File: src/gtal_pkg.sv
package gtal_pkg;

    // Alarm levels, in increasing severity.
    typedef enum logic [2:0] {
        LVL_NONE  = 3'd0,
        LVL_ATTN  = 3'd1,
        LVL_ONE   = 3'd2,
        LVL_TWO   = 3'd3,
        LVL_THREE = 3'd4
    } t_level;

    // Request commands carried in tuser.
    typedef enum logic [1:0] {
        CMD_EVAL  = 2'd0,
        CMD_FORCE = 2'd1,
        CMD_MUTE  = 2'd2,
        CMD_RESET = 2'd3
    } t_cmd;

    // Register indexes (byte address divided by four).
    localparam logic [2:0] REG_WARN_ENTER     = 3'd0;
    localparam logic [2:0] REG_DANGER_ENTER   = 3'd1;
    localparam logic [2:0] REG_CRITICAL_ENTER = 3'd2;
    localparam logic [2:0] REG_CRITICAL_EXIT  = 3'd3;
    localparam logic [2:0] REG_DANGER_EXIT    = 3'd4;
    localparam logic [2:0] REG_WARN_EXIT      = 3'd5;
    localparam logic [2:0] REG_TEMP_WARN      = 3'd6;
    localparam logic [2:0] REG_TEMP_DANGER    = 3'd7;

    localparam int GAS_W  = 12;
    localparam int TEMP_W = 16;
    localparam int CNT_W  = 4;
    localparam int FAN_W  = 7;

    localparam logic [GAS_W-1:0] FORCED_GAS = 12'd999;

    typedef struct packed {
        logic [GAS_W-1:0]  warn_enter;
        logic [GAS_W-1:0]  danger_enter;
        logic [GAS_W-1:0]  critical_enter;
        logic [GAS_W-1:0]  critical_exit;
        logic [GAS_W-1:0]  danger_exit;
        logic [GAS_W-1:0]  warn_exit;
        logic [TEMP_W-1:0] temp_warn;
        logic [TEMP_W-1:0] temp_danger;
    } t_cfg;

    typedef struct packed {
        t_level           level;
        logic [CNT_W-1:0] count;
        logic             forced;
        logic             muted;
    } t_state;

    // Result item; level sits in the lowest bits when packed into tdata.
    typedef struct packed {
        logic [GAS_W-1:0] event_gas;
        logic             alarm_event;
        logic [FAN_W-1:0] fan_percent;
        logic             buzzer;
        logic             red_led;
        logic             green_led;
        logic             muted;
        t_level           level;
    } t_result;

    function automatic logic [FAN_W-1:0] fan_for(t_level lvl);
        logic [FAN_W-1:0] f;
        case (lvl)
            LVL_NONE: f = 7'd20;
            LVL_ATTN: f = 7'd40;
            LVL_ONE:  f = 7'd60;
            LVL_TWO:  f = 7'd80;
            default:  f = 7'd100;
        endcase
        return f;
    endfunction

endpackage

File: src/gtal_step.sv
module gtal_step import gtal_pkg::*; #(
    parameter int ATTENTION_ENTER = 200,
    parameter int ATTENTION_EXIT  = 180,
    parameter int STARTUP_HOLD_MS = 30000,
    parameter int CONFIRM_COUNT   = 3,
    parameter int COUNT_LIMIT     = 10
) (
    input  t_cfg               i_cfg,
    input  t_state             i_state,
    input  t_cmd               i_cmd,
    input  logic [GAS_W-1:0]   i_gas,
    input  logic [TEMP_W-1:0]  i_temp,
    input  logic [31:0]        i_uptime,
    output t_state             o_state,
    output t_result            o_result
);

    logic signed [TEMP_W-1:0] temp;
    logic signed [TEMP_W-1:0] warn_temp;
    logic signed [TEMP_W-1:0] danger_temp;
    t_level                   next_lvl;
    logic [CNT_W-1:0]         cnt;
    logic                     evt;
    logic [GAS_W-1:0]         ev_gas;
    t_state                   st;

    assign temp        = $signed(i_temp);
    assign warn_temp   = $signed(i_cfg.temp_warn);
    assign danger_temp = $signed(i_cfg.temp_danger);

    always_comb begin
        st       = i_state;
        next_lvl = i_state.level;
        cnt      = i_state.count;
        evt      = 1'b0;
        ev_gas   = '0;
        case (i_cmd)
            CMD_EVAL: begin
                if (i_state.forced) begin
                    next_lvl = LVL_THREE;
                end else if (i_uptime < 32'(STARTUP_HOLD_MS)) begin
                    next_lvl = LVL_NONE;
                    cnt      = '0;
                end else begin
                    // The confirm count saturates and clears with hysteresis.
                    if (i_gas >= i_cfg.critical_enter) begin
                        if (cnt < CNT_W'(COUNT_LIMIT)) begin
                            cnt = cnt + 1'b1;
                        end
                    end else if (i_gas <= i_cfg.critical_exit) begin
                        cnt = '0;
                    end
                    if (cnt >= CNT_W'(CONFIRM_COUNT) ||
                        (i_state.level == LVL_THREE && i_gas > i_cfg.critical_exit)) begin
                        next_lvl = LVL_THREE;
                    end else if (i_gas >= i_cfg.danger_enter || temp >= danger_temp) begin
                        next_lvl = LVL_TWO;
                    end else if (i_state.level == LVL_TWO &&
                                 (i_gas > i_cfg.danger_exit || temp >= warn_temp)) begin
                        next_lvl = LVL_TWO;
                    end else if (i_gas >= i_cfg.warn_enter || temp >= warn_temp) begin
                        next_lvl = LVL_ONE;
                    end else if (i_state.level == LVL_ONE && i_gas > i_cfg.warn_exit) begin
                        next_lvl = LVL_ONE;
                    end else if (i_gas >= GAS_W'(ATTENTION_ENTER)) begin
                        next_lvl = LVL_ATTN;
                    end else if (i_state.level == LVL_ATTN &&
                                 i_gas > GAS_W'(ATTENTION_EXIT)) begin
                        next_lvl = LVL_ATTN;
                    end else begin
                        next_lvl = LVL_NONE;
                    end
                end
                st.count = cnt;
                if (next_lvl != i_state.level) begin
                    st.muted = 1'b0;
                    st.level = next_lvl;
                    if (next_lvl >= LVL_TWO) begin
                        evt    = 1'b1;
                        ev_gas = i_gas;
                    end
                end
            end
            CMD_FORCE: begin
                st.forced = 1'b1;
                st.muted  = 1'b0;
                st.level  = LVL_THREE;
                evt       = 1'b1;
                ev_gas    = FORCED_GAS;
            end
            CMD_MUTE: begin
                if (i_state.level >= LVL_THREE) begin
                    st.muted = 1'b1;
                end
            end
            default: begin
                st.forced = 1'b0;
                st.muted  = 1'b0;
                st.level  = LVL_NONE;
                st.count  = '0;
            end
        endcase
    end

    assign o_state = st;

    always_comb begin
        o_result.level       = st.level;
        o_result.muted       = st.muted;
        o_result.green_led   = (st.level == LVL_NONE);
        o_result.red_led     = (st.level >= LVL_TWO);
        o_result.buzzer      = (st.level >= LVL_THREE) && !st.muted;
        o_result.fan_percent = fan_for(st.level);
        o_result.alarm_event = evt;
        o_result.event_gas   = ev_gas;
    end

endmodule

File: src/gas_temp_alarm_level_fsm_unit.sv
// A request is taken into the input register, and its result moves on into the result
// register that drives m_axis, unless a result that is still waiting holds the pipeline.
// Throughput: one request per cycle while no waiting result holds the pipeline; the single
// state update sits between the input register and the result register.
// Reset: i_rst_n is synchronous and active low; it empties both pipeline registers, clears
// the alarm state and loads the threshold registers with their default values.
module gas_temp_alarm_level_fsm_unit import gtal_pkg::*; #(
    parameter int ATTENTION_ENTER = 200,
    parameter int ATTENTION_EXIT  = 180,
    parameter int STARTUP_HOLD_MS = 30000,
    parameter int CONFIRM_COUNT   = 3,
    parameter int COUNT_LIMIT     = 10
) (
    input  logic        i_clk,
    input  logic        i_rst_n,
    // Configuration port
    input  logic        psel,
    input  logic        penable,
    input  logic        pwrite,
    input  logic [4:0]  paddr,
    input  logic [31:0] pwdata,
    output logic [31:0] prdata,
    output logic        pready,
    // Request stream
    input  logic        s_axis_tvalid,
    output logic        s_axis_tready,
    // tdata: gas_reading[11:0], temp_tenths[27:12], uptime[59:28], zero pad[63:60]
    input  logic [63:0] s_axis_tdata,
    // tuser: command[1:0]
    input  logic [1:0]  s_axis_tuser,
    // Result stream
    output logic        m_axis_tvalid,
    input  logic        m_axis_tready,
    // tdata: level[2:0], muted[3], green_led[4], red_led[5], buzzer[6],
    //        fan_percent[13:7], alarm_event[14], event_gas[26:15], zero pad[31:27]
    output logic [31:0] m_axis_tdata
);

    // Threshold registers; the user writes them through the configuration port when idle.
    t_cfg r_cfg;
    logic [2:0] reg_idx;
    logic       cfg_wr;

    assign pready  = 1'b1;
    assign reg_idx = paddr[4:2];
    assign cfg_wr  = psel && penable && pwrite;

    always_ff @(posedge i_clk) begin
        if (!i_rst_n) begin
            r_cfg.warn_enter     <= 12'd300;
            r_cfg.danger_enter   <= 12'd500;
            r_cfg.critical_enter <= 12'd700;
            r_cfg.critical_exit  <= 12'd650;
            r_cfg.danger_exit    <= 12'd450;
            r_cfg.warn_exit      <= 12'd250;
            r_cfg.temp_warn      <= 16'd450;
            r_cfg.temp_danger    <= 16'd600;
        end else if (cfg_wr) begin
            case (reg_idx)
                REG_WARN_ENTER:     r_cfg.warn_enter     <= pwdata[GAS_W-1:0];
                REG_DANGER_ENTER:   r_cfg.danger_enter   <= pwdata[GAS_W-1:0];
                REG_CRITICAL_ENTER: r_cfg.critical_enter <= pwdata[GAS_W-1:0];
                REG_CRITICAL_EXIT:  r_cfg.critical_exit  <= pwdata[GAS_W-1:0];
                REG_DANGER_EXIT:    r_cfg.danger_exit    <= pwdata[GAS_W-1:0];
                REG_WARN_EXIT:      r_cfg.warn_exit      <= pwdata[GAS_W-1:0];
                REG_TEMP_WARN:      r_cfg.temp_warn      <= pwdata[TEMP_W-1:0];
                REG_TEMP_DANGER:    r_cfg.temp_danger    <= pwdata[TEMP_W-1:0];
                default:            r_cfg                <= r_cfg;
            endcase
        end
    end

    // Reads return the register; temperatures come back sign-extended.
    always_comb begin
        case (reg_idx)
            REG_WARN_ENTER:     prdata = {20'd0, r_cfg.warn_enter};
            REG_DANGER_ENTER:   prdata = {20'd0, r_cfg.danger_enter};
            REG_CRITICAL_ENTER: prdata = {20'd0, r_cfg.critical_enter};
            REG_CRITICAL_EXIT:  prdata = {20'd0, r_cfg.critical_exit};
            REG_DANGER_EXIT:    prdata = {20'd0, r_cfg.danger_exit};
            REG_WARN_EXIT:      prdata = {20'd0, r_cfg.warn_exit};
            REG_TEMP_WARN:      prdata = {{16{r_cfg.temp_warn[15]}}, r_cfg.temp_warn};
            REG_TEMP_DANGER:    prdata = {{16{r_cfg.temp_danger[15]}}, r_cfg.temp_danger};
            default:            prdata = '0;
        endcase
    end

    // Input register. It takes a new request whenever it is empty or its
    // content moves on to the result register in the same cycle, so a waiting
    // result stops the request side only once the input register is full too.
    logic               r_in_valid;
    t_cmd               r_cmd;
    logic [GAS_W-1:0]   r_gas;
    logic [TEMP_W-1:0]  r_temp;
    logic [31:0]        r_uptime;
    logic               adv;
    logic               take;

    assign adv           = !m_axis_tvalid || m_axis_tready;
    assign s_axis_tready = !r_in_valid || adv;
    assign take          = s_axis_tvalid && s_axis_tready;

    always_ff @(posedge i_clk) begin
        if (!i_rst_n) begin
            r_in_valid <= 1'b0;
        end else if (s_axis_tready) begin
            r_in_valid <= s_axis_tvalid;
        end
    end

    always_ff @(posedge i_clk) begin
        if (take) begin
            r_cmd    <= t_cmd'(s_axis_tuser);
            r_gas    <= s_axis_tdata[11:0];
            r_temp   <= s_axis_tdata[27:12];
            r_uptime <= s_axis_tdata[59:28];
        end
    end

    // Alarm state and the level decision for the request in the input register.
    t_state  r_state;
    t_state  n_state;
    t_result n_result;

    gtal_step #(
        .ATTENTION_ENTER (ATTENTION_ENTER),
        .ATTENTION_EXIT  (ATTENTION_EXIT),
        .STARTUP_HOLD_MS (STARTUP_HOLD_MS),
        .CONFIRM_COUNT   (CONFIRM_COUNT),
        .COUNT_LIMIT     (COUNT_LIMIT)
    ) u_step (
        .i_cfg    (r_cfg),
        .i_state  (r_state),
        .i_cmd    (r_cmd),
        .i_gas    (r_gas),
        .i_temp   (r_temp),
        .i_uptime (r_uptime),
        .o_state  (n_state),
        .o_result (n_result)
    );

    // The state and the result register move together, so each request sees
    // the state left by the one before it.
    logic    r_out_valid;
    t_result r_result;

    always_ff @(posedge i_clk) begin
        if (!i_rst_n) begin
            r_state     <= '{level: LVL_NONE, count: '0, forced: 1'b0, muted: 1'b0};
            r_out_valid <= 1'b0;
        end else if (adv) begin
            r_out_valid <= r_in_valid;
            if (r_in_valid) begin
                r_state <= n_state;
            end
        end
    end

    always_ff @(posedge i_clk) begin
        if (adv && r_in_valid) begin
            r_result <= n_result;
        end
    end

    assign m_axis_tvalid = r_out_valid;
    assign m_axis_tdata  = {5'd0, r_result};

`ifndef SYNTHESIS
    a_forced_level: assert property (@(posedge i_clk) disable iff (!i_rst_n)
        r_state.forced |-> r_state.level == LVL_THREE)
        else $error("forced flag set below level3");

    a_muted_level: assert property (@(posedge i_clk) disable iff (!i_rst_n)
        r_state.muted |-> r_state.level == LVL_THREE)
        else $error("mute held below level3");

    a_count_limit: assert property (@(posedge i_clk) disable iff (!i_rst_n)
        r_state.count <= CNT_W'(COUNT_LIMIT))
        else $error("confirm count above its limit");

    a_item_moves: assert property (@(posedge i_clk) disable iff (!i_rst_n)
        r_in_valid && adv |=> r_out_valid)
        else $error("request lost between input and result register");
`endif

endmodule

File: config.mk
export PLATFORM = sky130hd
export DESIGN_NAME = gas_temp_alarm_level_fsm_unit
export DESIGN_NICKNAME = d
export VERILOG_FILES = /design/src/gtal_pkg.sv /design/src/gtal_step.sv /design/src/gas_temp_alarm_level_fsm_unit.sv
export SDC_FILE = /design/constraint.sdc
export NUM_CORES = 1
export LEC_CHECK = 0
export BUFFER_PORTS_ARGS = -buffer_cell sky130_fd_sc_hd__buf_4
export CAP_MARGIN = 25
export CELL_PAD_IN_SITES_DETAIL_PLACEMENT = 2
export CELL_PAD_IN_SITES_GLOBAL_PLACEMENT = 2
export CORE_ASPECT_RATIO = 2
export CORE_MARGIN = 2
export CORE_UTILIZATION = 36
export CTS_CLUSTER_SIZE = 10
export DETAILED_ROUTE_END_ITERATION = 10
export PLACE_DENSITY_LB_ADDON = 0.1
export SLEW_MARGIN = 20
export SYNTH_ARGS = -nofsm -noshare
export SYNTH_HDL_FRONTEND = slang
export SYNTH_HIERARCHICAL = 1
export SYNTH_SLANG_ARGS = --single-unit
File: constraint.sdc
create_clock -name i_clk -period 4.4 [get_ports i_clk]
set_input_delay 0.44 -clock i_clk [delete_from_list [all_inputs] [get_ports i_clk]]
set_output_delay 0.44 -clock i_clk [all_outputs]
set_load 0.01 [all_outputs]
* After elaboration in Yosys (flattened, before gate mapping)
Cells that the tools add are included.
Operators by class: add/sub/neg operators 1, magnitude comparators 18, equality and inequality tests 18, mux-type cells 33, bitwise logic cells 2, reduce and logical (&&, ||, !) cells 34
Operators by type and width (number):
- case mux 32 bit (8 select lines) | 1
- greater-or-equal comparator 12 bit | 3
- greater-than comparator 12 bit | 3
- greater-or-equal comparator 16 bit | 2
- < comparator 32 x 15 -> 1 bit, second input constant | 1
- two-way mux 4 bit | 8
- two-way mux 3 bit | 10
- case mux 7 bit (4 select lines) | 1
- two-way mux 12 bit | 2
- case mux 12 bit (2 select lines) | 1
- == test 3 x 2 -> 1 bit, second input constant | 6
- AND reduction 2 bit | 9
- == test 3 bit, second input constant | 5
- greater-or-equal comparator 12 x 8 -> 1 bit, second input constant | 1
- greater-than comparator 12 x 8 -> 1 bit, second input constant | 1
- less-or-equal comparator 12 bit | 1
- == test 3 x 1 -> 1 bit, second input constant | 3
- logical AND 1 bit | 9
- case mux 3 bit (3 select lines) | 1
- case mux 4 bit (2 select lines) | 1
- greater-or-equal comparator 3 x 2 -> 1 bit, second input constant | 2
- greater-or-equal comparator 3 bit, second input constant | 2
- logical NOT 3 bit | 2
- logical OR 1 bit | 6
- 15 further kinds | 25
Storage, ports and cells: flip-flop bits (word level) 204, input port bits 110, output and inout port bits 67, word-level logic and storage cells 132

* Longest topological paths before layout
depth in word-level cells 17, mapped depth 14, gate-level depth less buffers 13

* Hierarchy
Netlist, hierarchy kept.
By module, submodules not included:
- gas_temp_alarm_level_fsm_unit | instances 1, cells an instance 765, area an instance 8231.6 um^2, seq. area each 4974.8 um^2
- gtal_step | instances 1, cells an instance 492, area an instance 3483.3 um^2, seq. area each 0.0 um^2

* Least setup slack after synthesis
Ideal clock, no wire load.
path type reg-to-reg, from register r_gas[0], to register r_result (netlist bit m_axis_tdata[14]), data pin, library setup time 0.251 ns, arrival 3.371 ns, data required time 4.149 ns, slack 0.778 ns, cell stages (with the launch flop) 14, buffers on the path 1, period minus slack after synthesis 3.622 ns, cell sequence edfxtp_1 -> inv_1 -> ha_1 -> nand2b_1 -> a2111o_1 -> a311oi_2 -> nand2_2 -> a22o_4 -> or4_1 -> o32a_1 -> a211oi_2 -> nor3_2 -> or2_1 -> buf_4
Between the ends: longest elaborated chain between the ends 16, elaborated cells on any way between the ends 38, classes of those cells order compare: 11; eq/ne: 1; mux: 18; reduce/logical: 8
RTL lines:
- from (decl) | RTL line gas_temp_alarm_level_fsm_unit.sv:93 | logic [GAS_W-1:0] r_gas;
- from (signal assigned) | RTL line gas_temp_alarm_level_fsm_unit.sv:114 | r_gas <= s_axis_tdata[11:0];
- less-or-equal comparator 12 bit / greater-than comparator 12 x 8 -> 1 bit (equally long branches) | RTL line gtal_step.sv:50, gtal_step.sv:68
- two-way mux 4 bit / logical AND 1 bit (equally long branches) | RTL line gtal_step.sv:50, gtal_step.sv:67
- two-way mux 4 bit / two-way mux 1 bit (equally long branches) | RTL line gtal_step.sv:46, gtal_step.sv:67
- two-way mux 4 bit / two-way mux 3 bit (equally long branches) | RTL line gtal_step.sv:41, gtal_step.sv:65
- two-way mux 4 bit / two-way mux 3 bit (equally long branches) | RTL line gtal_step.sv:39, gtal_step.sv:63
- two-way mux 4 bit / two-way mux 3 bit (equally long branches) | RTL line gtal_step.sv:37, gtal_step.sv:61
- greater-or-equal comparator 4 x 2 -> 1 bit / two-way mux 3 bit (equally long branches) | RTL line gtal_step.sv:53, gtal_step.sv:58
- logical OR 1 bit / two-way mux 3 bit (equally long branches) | RTL line gtal_step.sv:53, gtal_step.sv:56
- two-way mux 3 bit * | RTL line gtal_step.sv:53 | if (cnt >= CNT_W'(CONFIRM_COUNT) ||
- two-way mux 3 bit * | RTL line gtal_step.sv:41 | end else if (i_uptime < 32'(STARTUP_HOLD_MS)) begin
- two-way mux 3 bit * | RTL line gtal_step.sv:39 | if (i_state.forced) begin
- two-way mux 3 bit * | RTL line gtal_step.sv:37 | case (i_cmd)
- greater-or-equal comparator 3 x 2 -> 1 bit | RTL line gtal_step.sv:78 | if (next_lvl >= LVL_TWO) begin
- two-way mux 1 bit | RTL line gtal_step.sv:78
- two-way mux 1 bit * | RTL line gtal_step.sv:75 | if (next_lvl != i_state.level) begin
- case mux 1 bit (2 select lines) * | RTL line gtal_step.sv:37
- via u_step.evt | RTL line gtal_step.sv:23 | logic evt;
- to (signal assigned) | RTL line gas_temp_alarm_level_fsm_unit.sv:161 | r_result <= n_result;
- to (decl) | RTL line gas_temp_alarm_level_fsm_unit.sv:145 | t_result r_result;
The timed path passes the listed nets; every way through them passes the cells marked *. The select of a mux whose other input is x is not followed. A chain may end at the register's enable or synchronous reset.

==> impl_metrics.tcl <==
set metrics [dict create \
    grt_first_pass_wirelength_um 64400 \
    root_buffer "clkbuf_16" \
    power_density_mw_per_mm2 317 \
    final_common_cell "nand2_1" \
    slew_headroom_pct 41.7 \
    critPathMaxFanout 13 \
    cts_resized 0 \
    dp_hpwl_um 34300 \
    syn_to_final_growth_pct 16.0 \
    fin_area_mm2 0.0135 \
    drt_first_iter_violations 397 \
    drive_gt1_share_pct 16.9 \
    cts_tree "done" \
    ys_warn_count 6 \
    power_leakage_nw 5.76 \
    setup_viol 0 \
    initial_core_util_pct 36.2 \
    core-area_mm2 0.0320 \
    antenna_found_initial 0 \
    synthCells 1253 \
    antennaDiodeCount 0 \
    post_dp_cell_area_mm2 0.0128 \
    pin_count 177 \
    vias 9686 \
    hold_viol_final 0 \
    clk_pin_slew_ns 0.08 \
    die_h_um 258 \
    clock.fmax_ghz 0.245 \
    io_buffers 144 \
    worstPathRequired_ns 4.73 \
    ant_nets 0 \
    drv_cap 0 \
    cts.sinks 200 \
    period_share_pct 92.7 \
    hold_buffers 0 \
    h-tree-depth 4 \
    p_total_mw 4.26 \
    via_per_inst 5.40 \
    grt_pass1_vias 10600 \
    syn-cell-area_mm2 0.0116 \
    outcome "finished, final reports clean" \
    fin_skew_ns 0.0123 \
    fin_util_pct 42.0 \
    cts_buffers 17 \
    die_w_um 131 \
    cts_setup_buffers 0 \
    tns_ns 0 \
    maxSlewViolCount 0 \
    irDropWorstVdd_mv 0.279 \
    routed_wl_um 43400 \
    firstDrtPassIters 4 \
    start_kind "flop" \
    nNetsFinal 1573 \
    crit_arrival_ns 4.41 \
    wl_per_cell_um 24.2 \
    hold_class "in2reg" \
    grt_max_degree 74 \
    rsz0062_at_grt "no" \
    worst_setup_path_end_kind "flop" \
    worst_pin_slew_ns 0.874 \
    avgSynthCellArea_um2 9.25 \
    grt-ovfl-total 0 \
    finalWeightedCongestion 0.897 \
    crit_type "reg2reg" \
    clockBufferDepth 2 \
    fin_crit_ns 4.08 \
    insertion_delay_ns 0.47 \
    layout_common_cells "nand2_1, buf_4, inv_1" \
    die-area_mm2 0.0337 \
    grt_util_all_layers_pct 26.4 \
    num_rows 93 \
    drc 0 \
]
==> per-stage QoR <==
stage                     cells  setup WS [ns]  hold slack, ns
after CTS                  1793          0.285           0.116
after floorplan            1258          0.778           0.447
after detailed placement   1761          0.345           0.469
after global placement     1758          0.464           0.460
final                      1794          0.320           0.138
after global routing       1794          0.142           0.118
==> state kept, by name, indices dropped and copies added (netlist names) <==
name / flops
m_axis_tvalid: 1
r_gas: 12
r_cmd: 2
r_in_valid: 1
r_temp: 16
r_state: 9
r_cfg: 104
r_uptime: 28
m_axis_tdata: 27
==> per-layer routing <==
metal,part of all wire (%),global-route usage (%)
met1,34,24.5
met3,2.1,3.25
met2,58,52.3
met4,6.5,15.6
met5,0,0
==> layout make-up <==
| type | count | area (um^2) |
|---|---|---|
| repair buffers | 171 | 1300 |
| inverters | 116 | 435 |
| fillers | 3581 | 18500 |
| well taps | 427 | 534 |
| clock inverters | 14 | 185 |
| multi-input cells | 848 | 5710 |
| clock buffers | 18 | 429 |
| flip-flops and latches | 200 | 4850 |
==> power by group <==
| group | internal [mW] | total (mW) | switching, mW | leakage, nW |
|---|---|---|---|---|
| registers | 2.00 | 2.04 | 0.0432 | 1.75 |
| logic | 0.225 | 0.552 | 0.326 | 3.72 |
| clock network | 0.823 | 1.67 | 0.846 | 0.296 |
| total | 3.04 | 4.26 | 1.22 | 5.76 |
==> worst paths after layout <==
check	from	endpoint	slack (ns)	depth (start not counted)
setup / recovery	r_cfg[31]$_SDFFE_PN0P_	m_axis_tdata[26]$_DFFE_PP_	0.32	13
hold / removal	s_axis_tdata[58]	r_uptime[30]$_DFFE_PP_	0.14	1
setup reg to reg	r_cfg[31]$_SDFFE_PN0P_	m_axis_tdata[26]$_DFFE_PP_	0.32	13
hold reg to reg	r_cfg[14]$_SDFFE_PN0P_	r_cfg[14]$_SDFFE_PN0P_	0.48	2
==> critical path: stages (launching register included) <==
cell and delay (ns):
dfxtp_1 0.36, inv_1 0.07, ha_1 0.37, nand4_1 0.20, or3_1 0.48, a211oi_1 0.28, nor3_1 0.09, mux2i_1 0.46
nand4_1 0.26, a2111oi_0 0.59, a211oi_2 0.12, nor3_2 0.28, buf_4 0.23, and2_1 0.16
(Power assumes the default switching activity.)
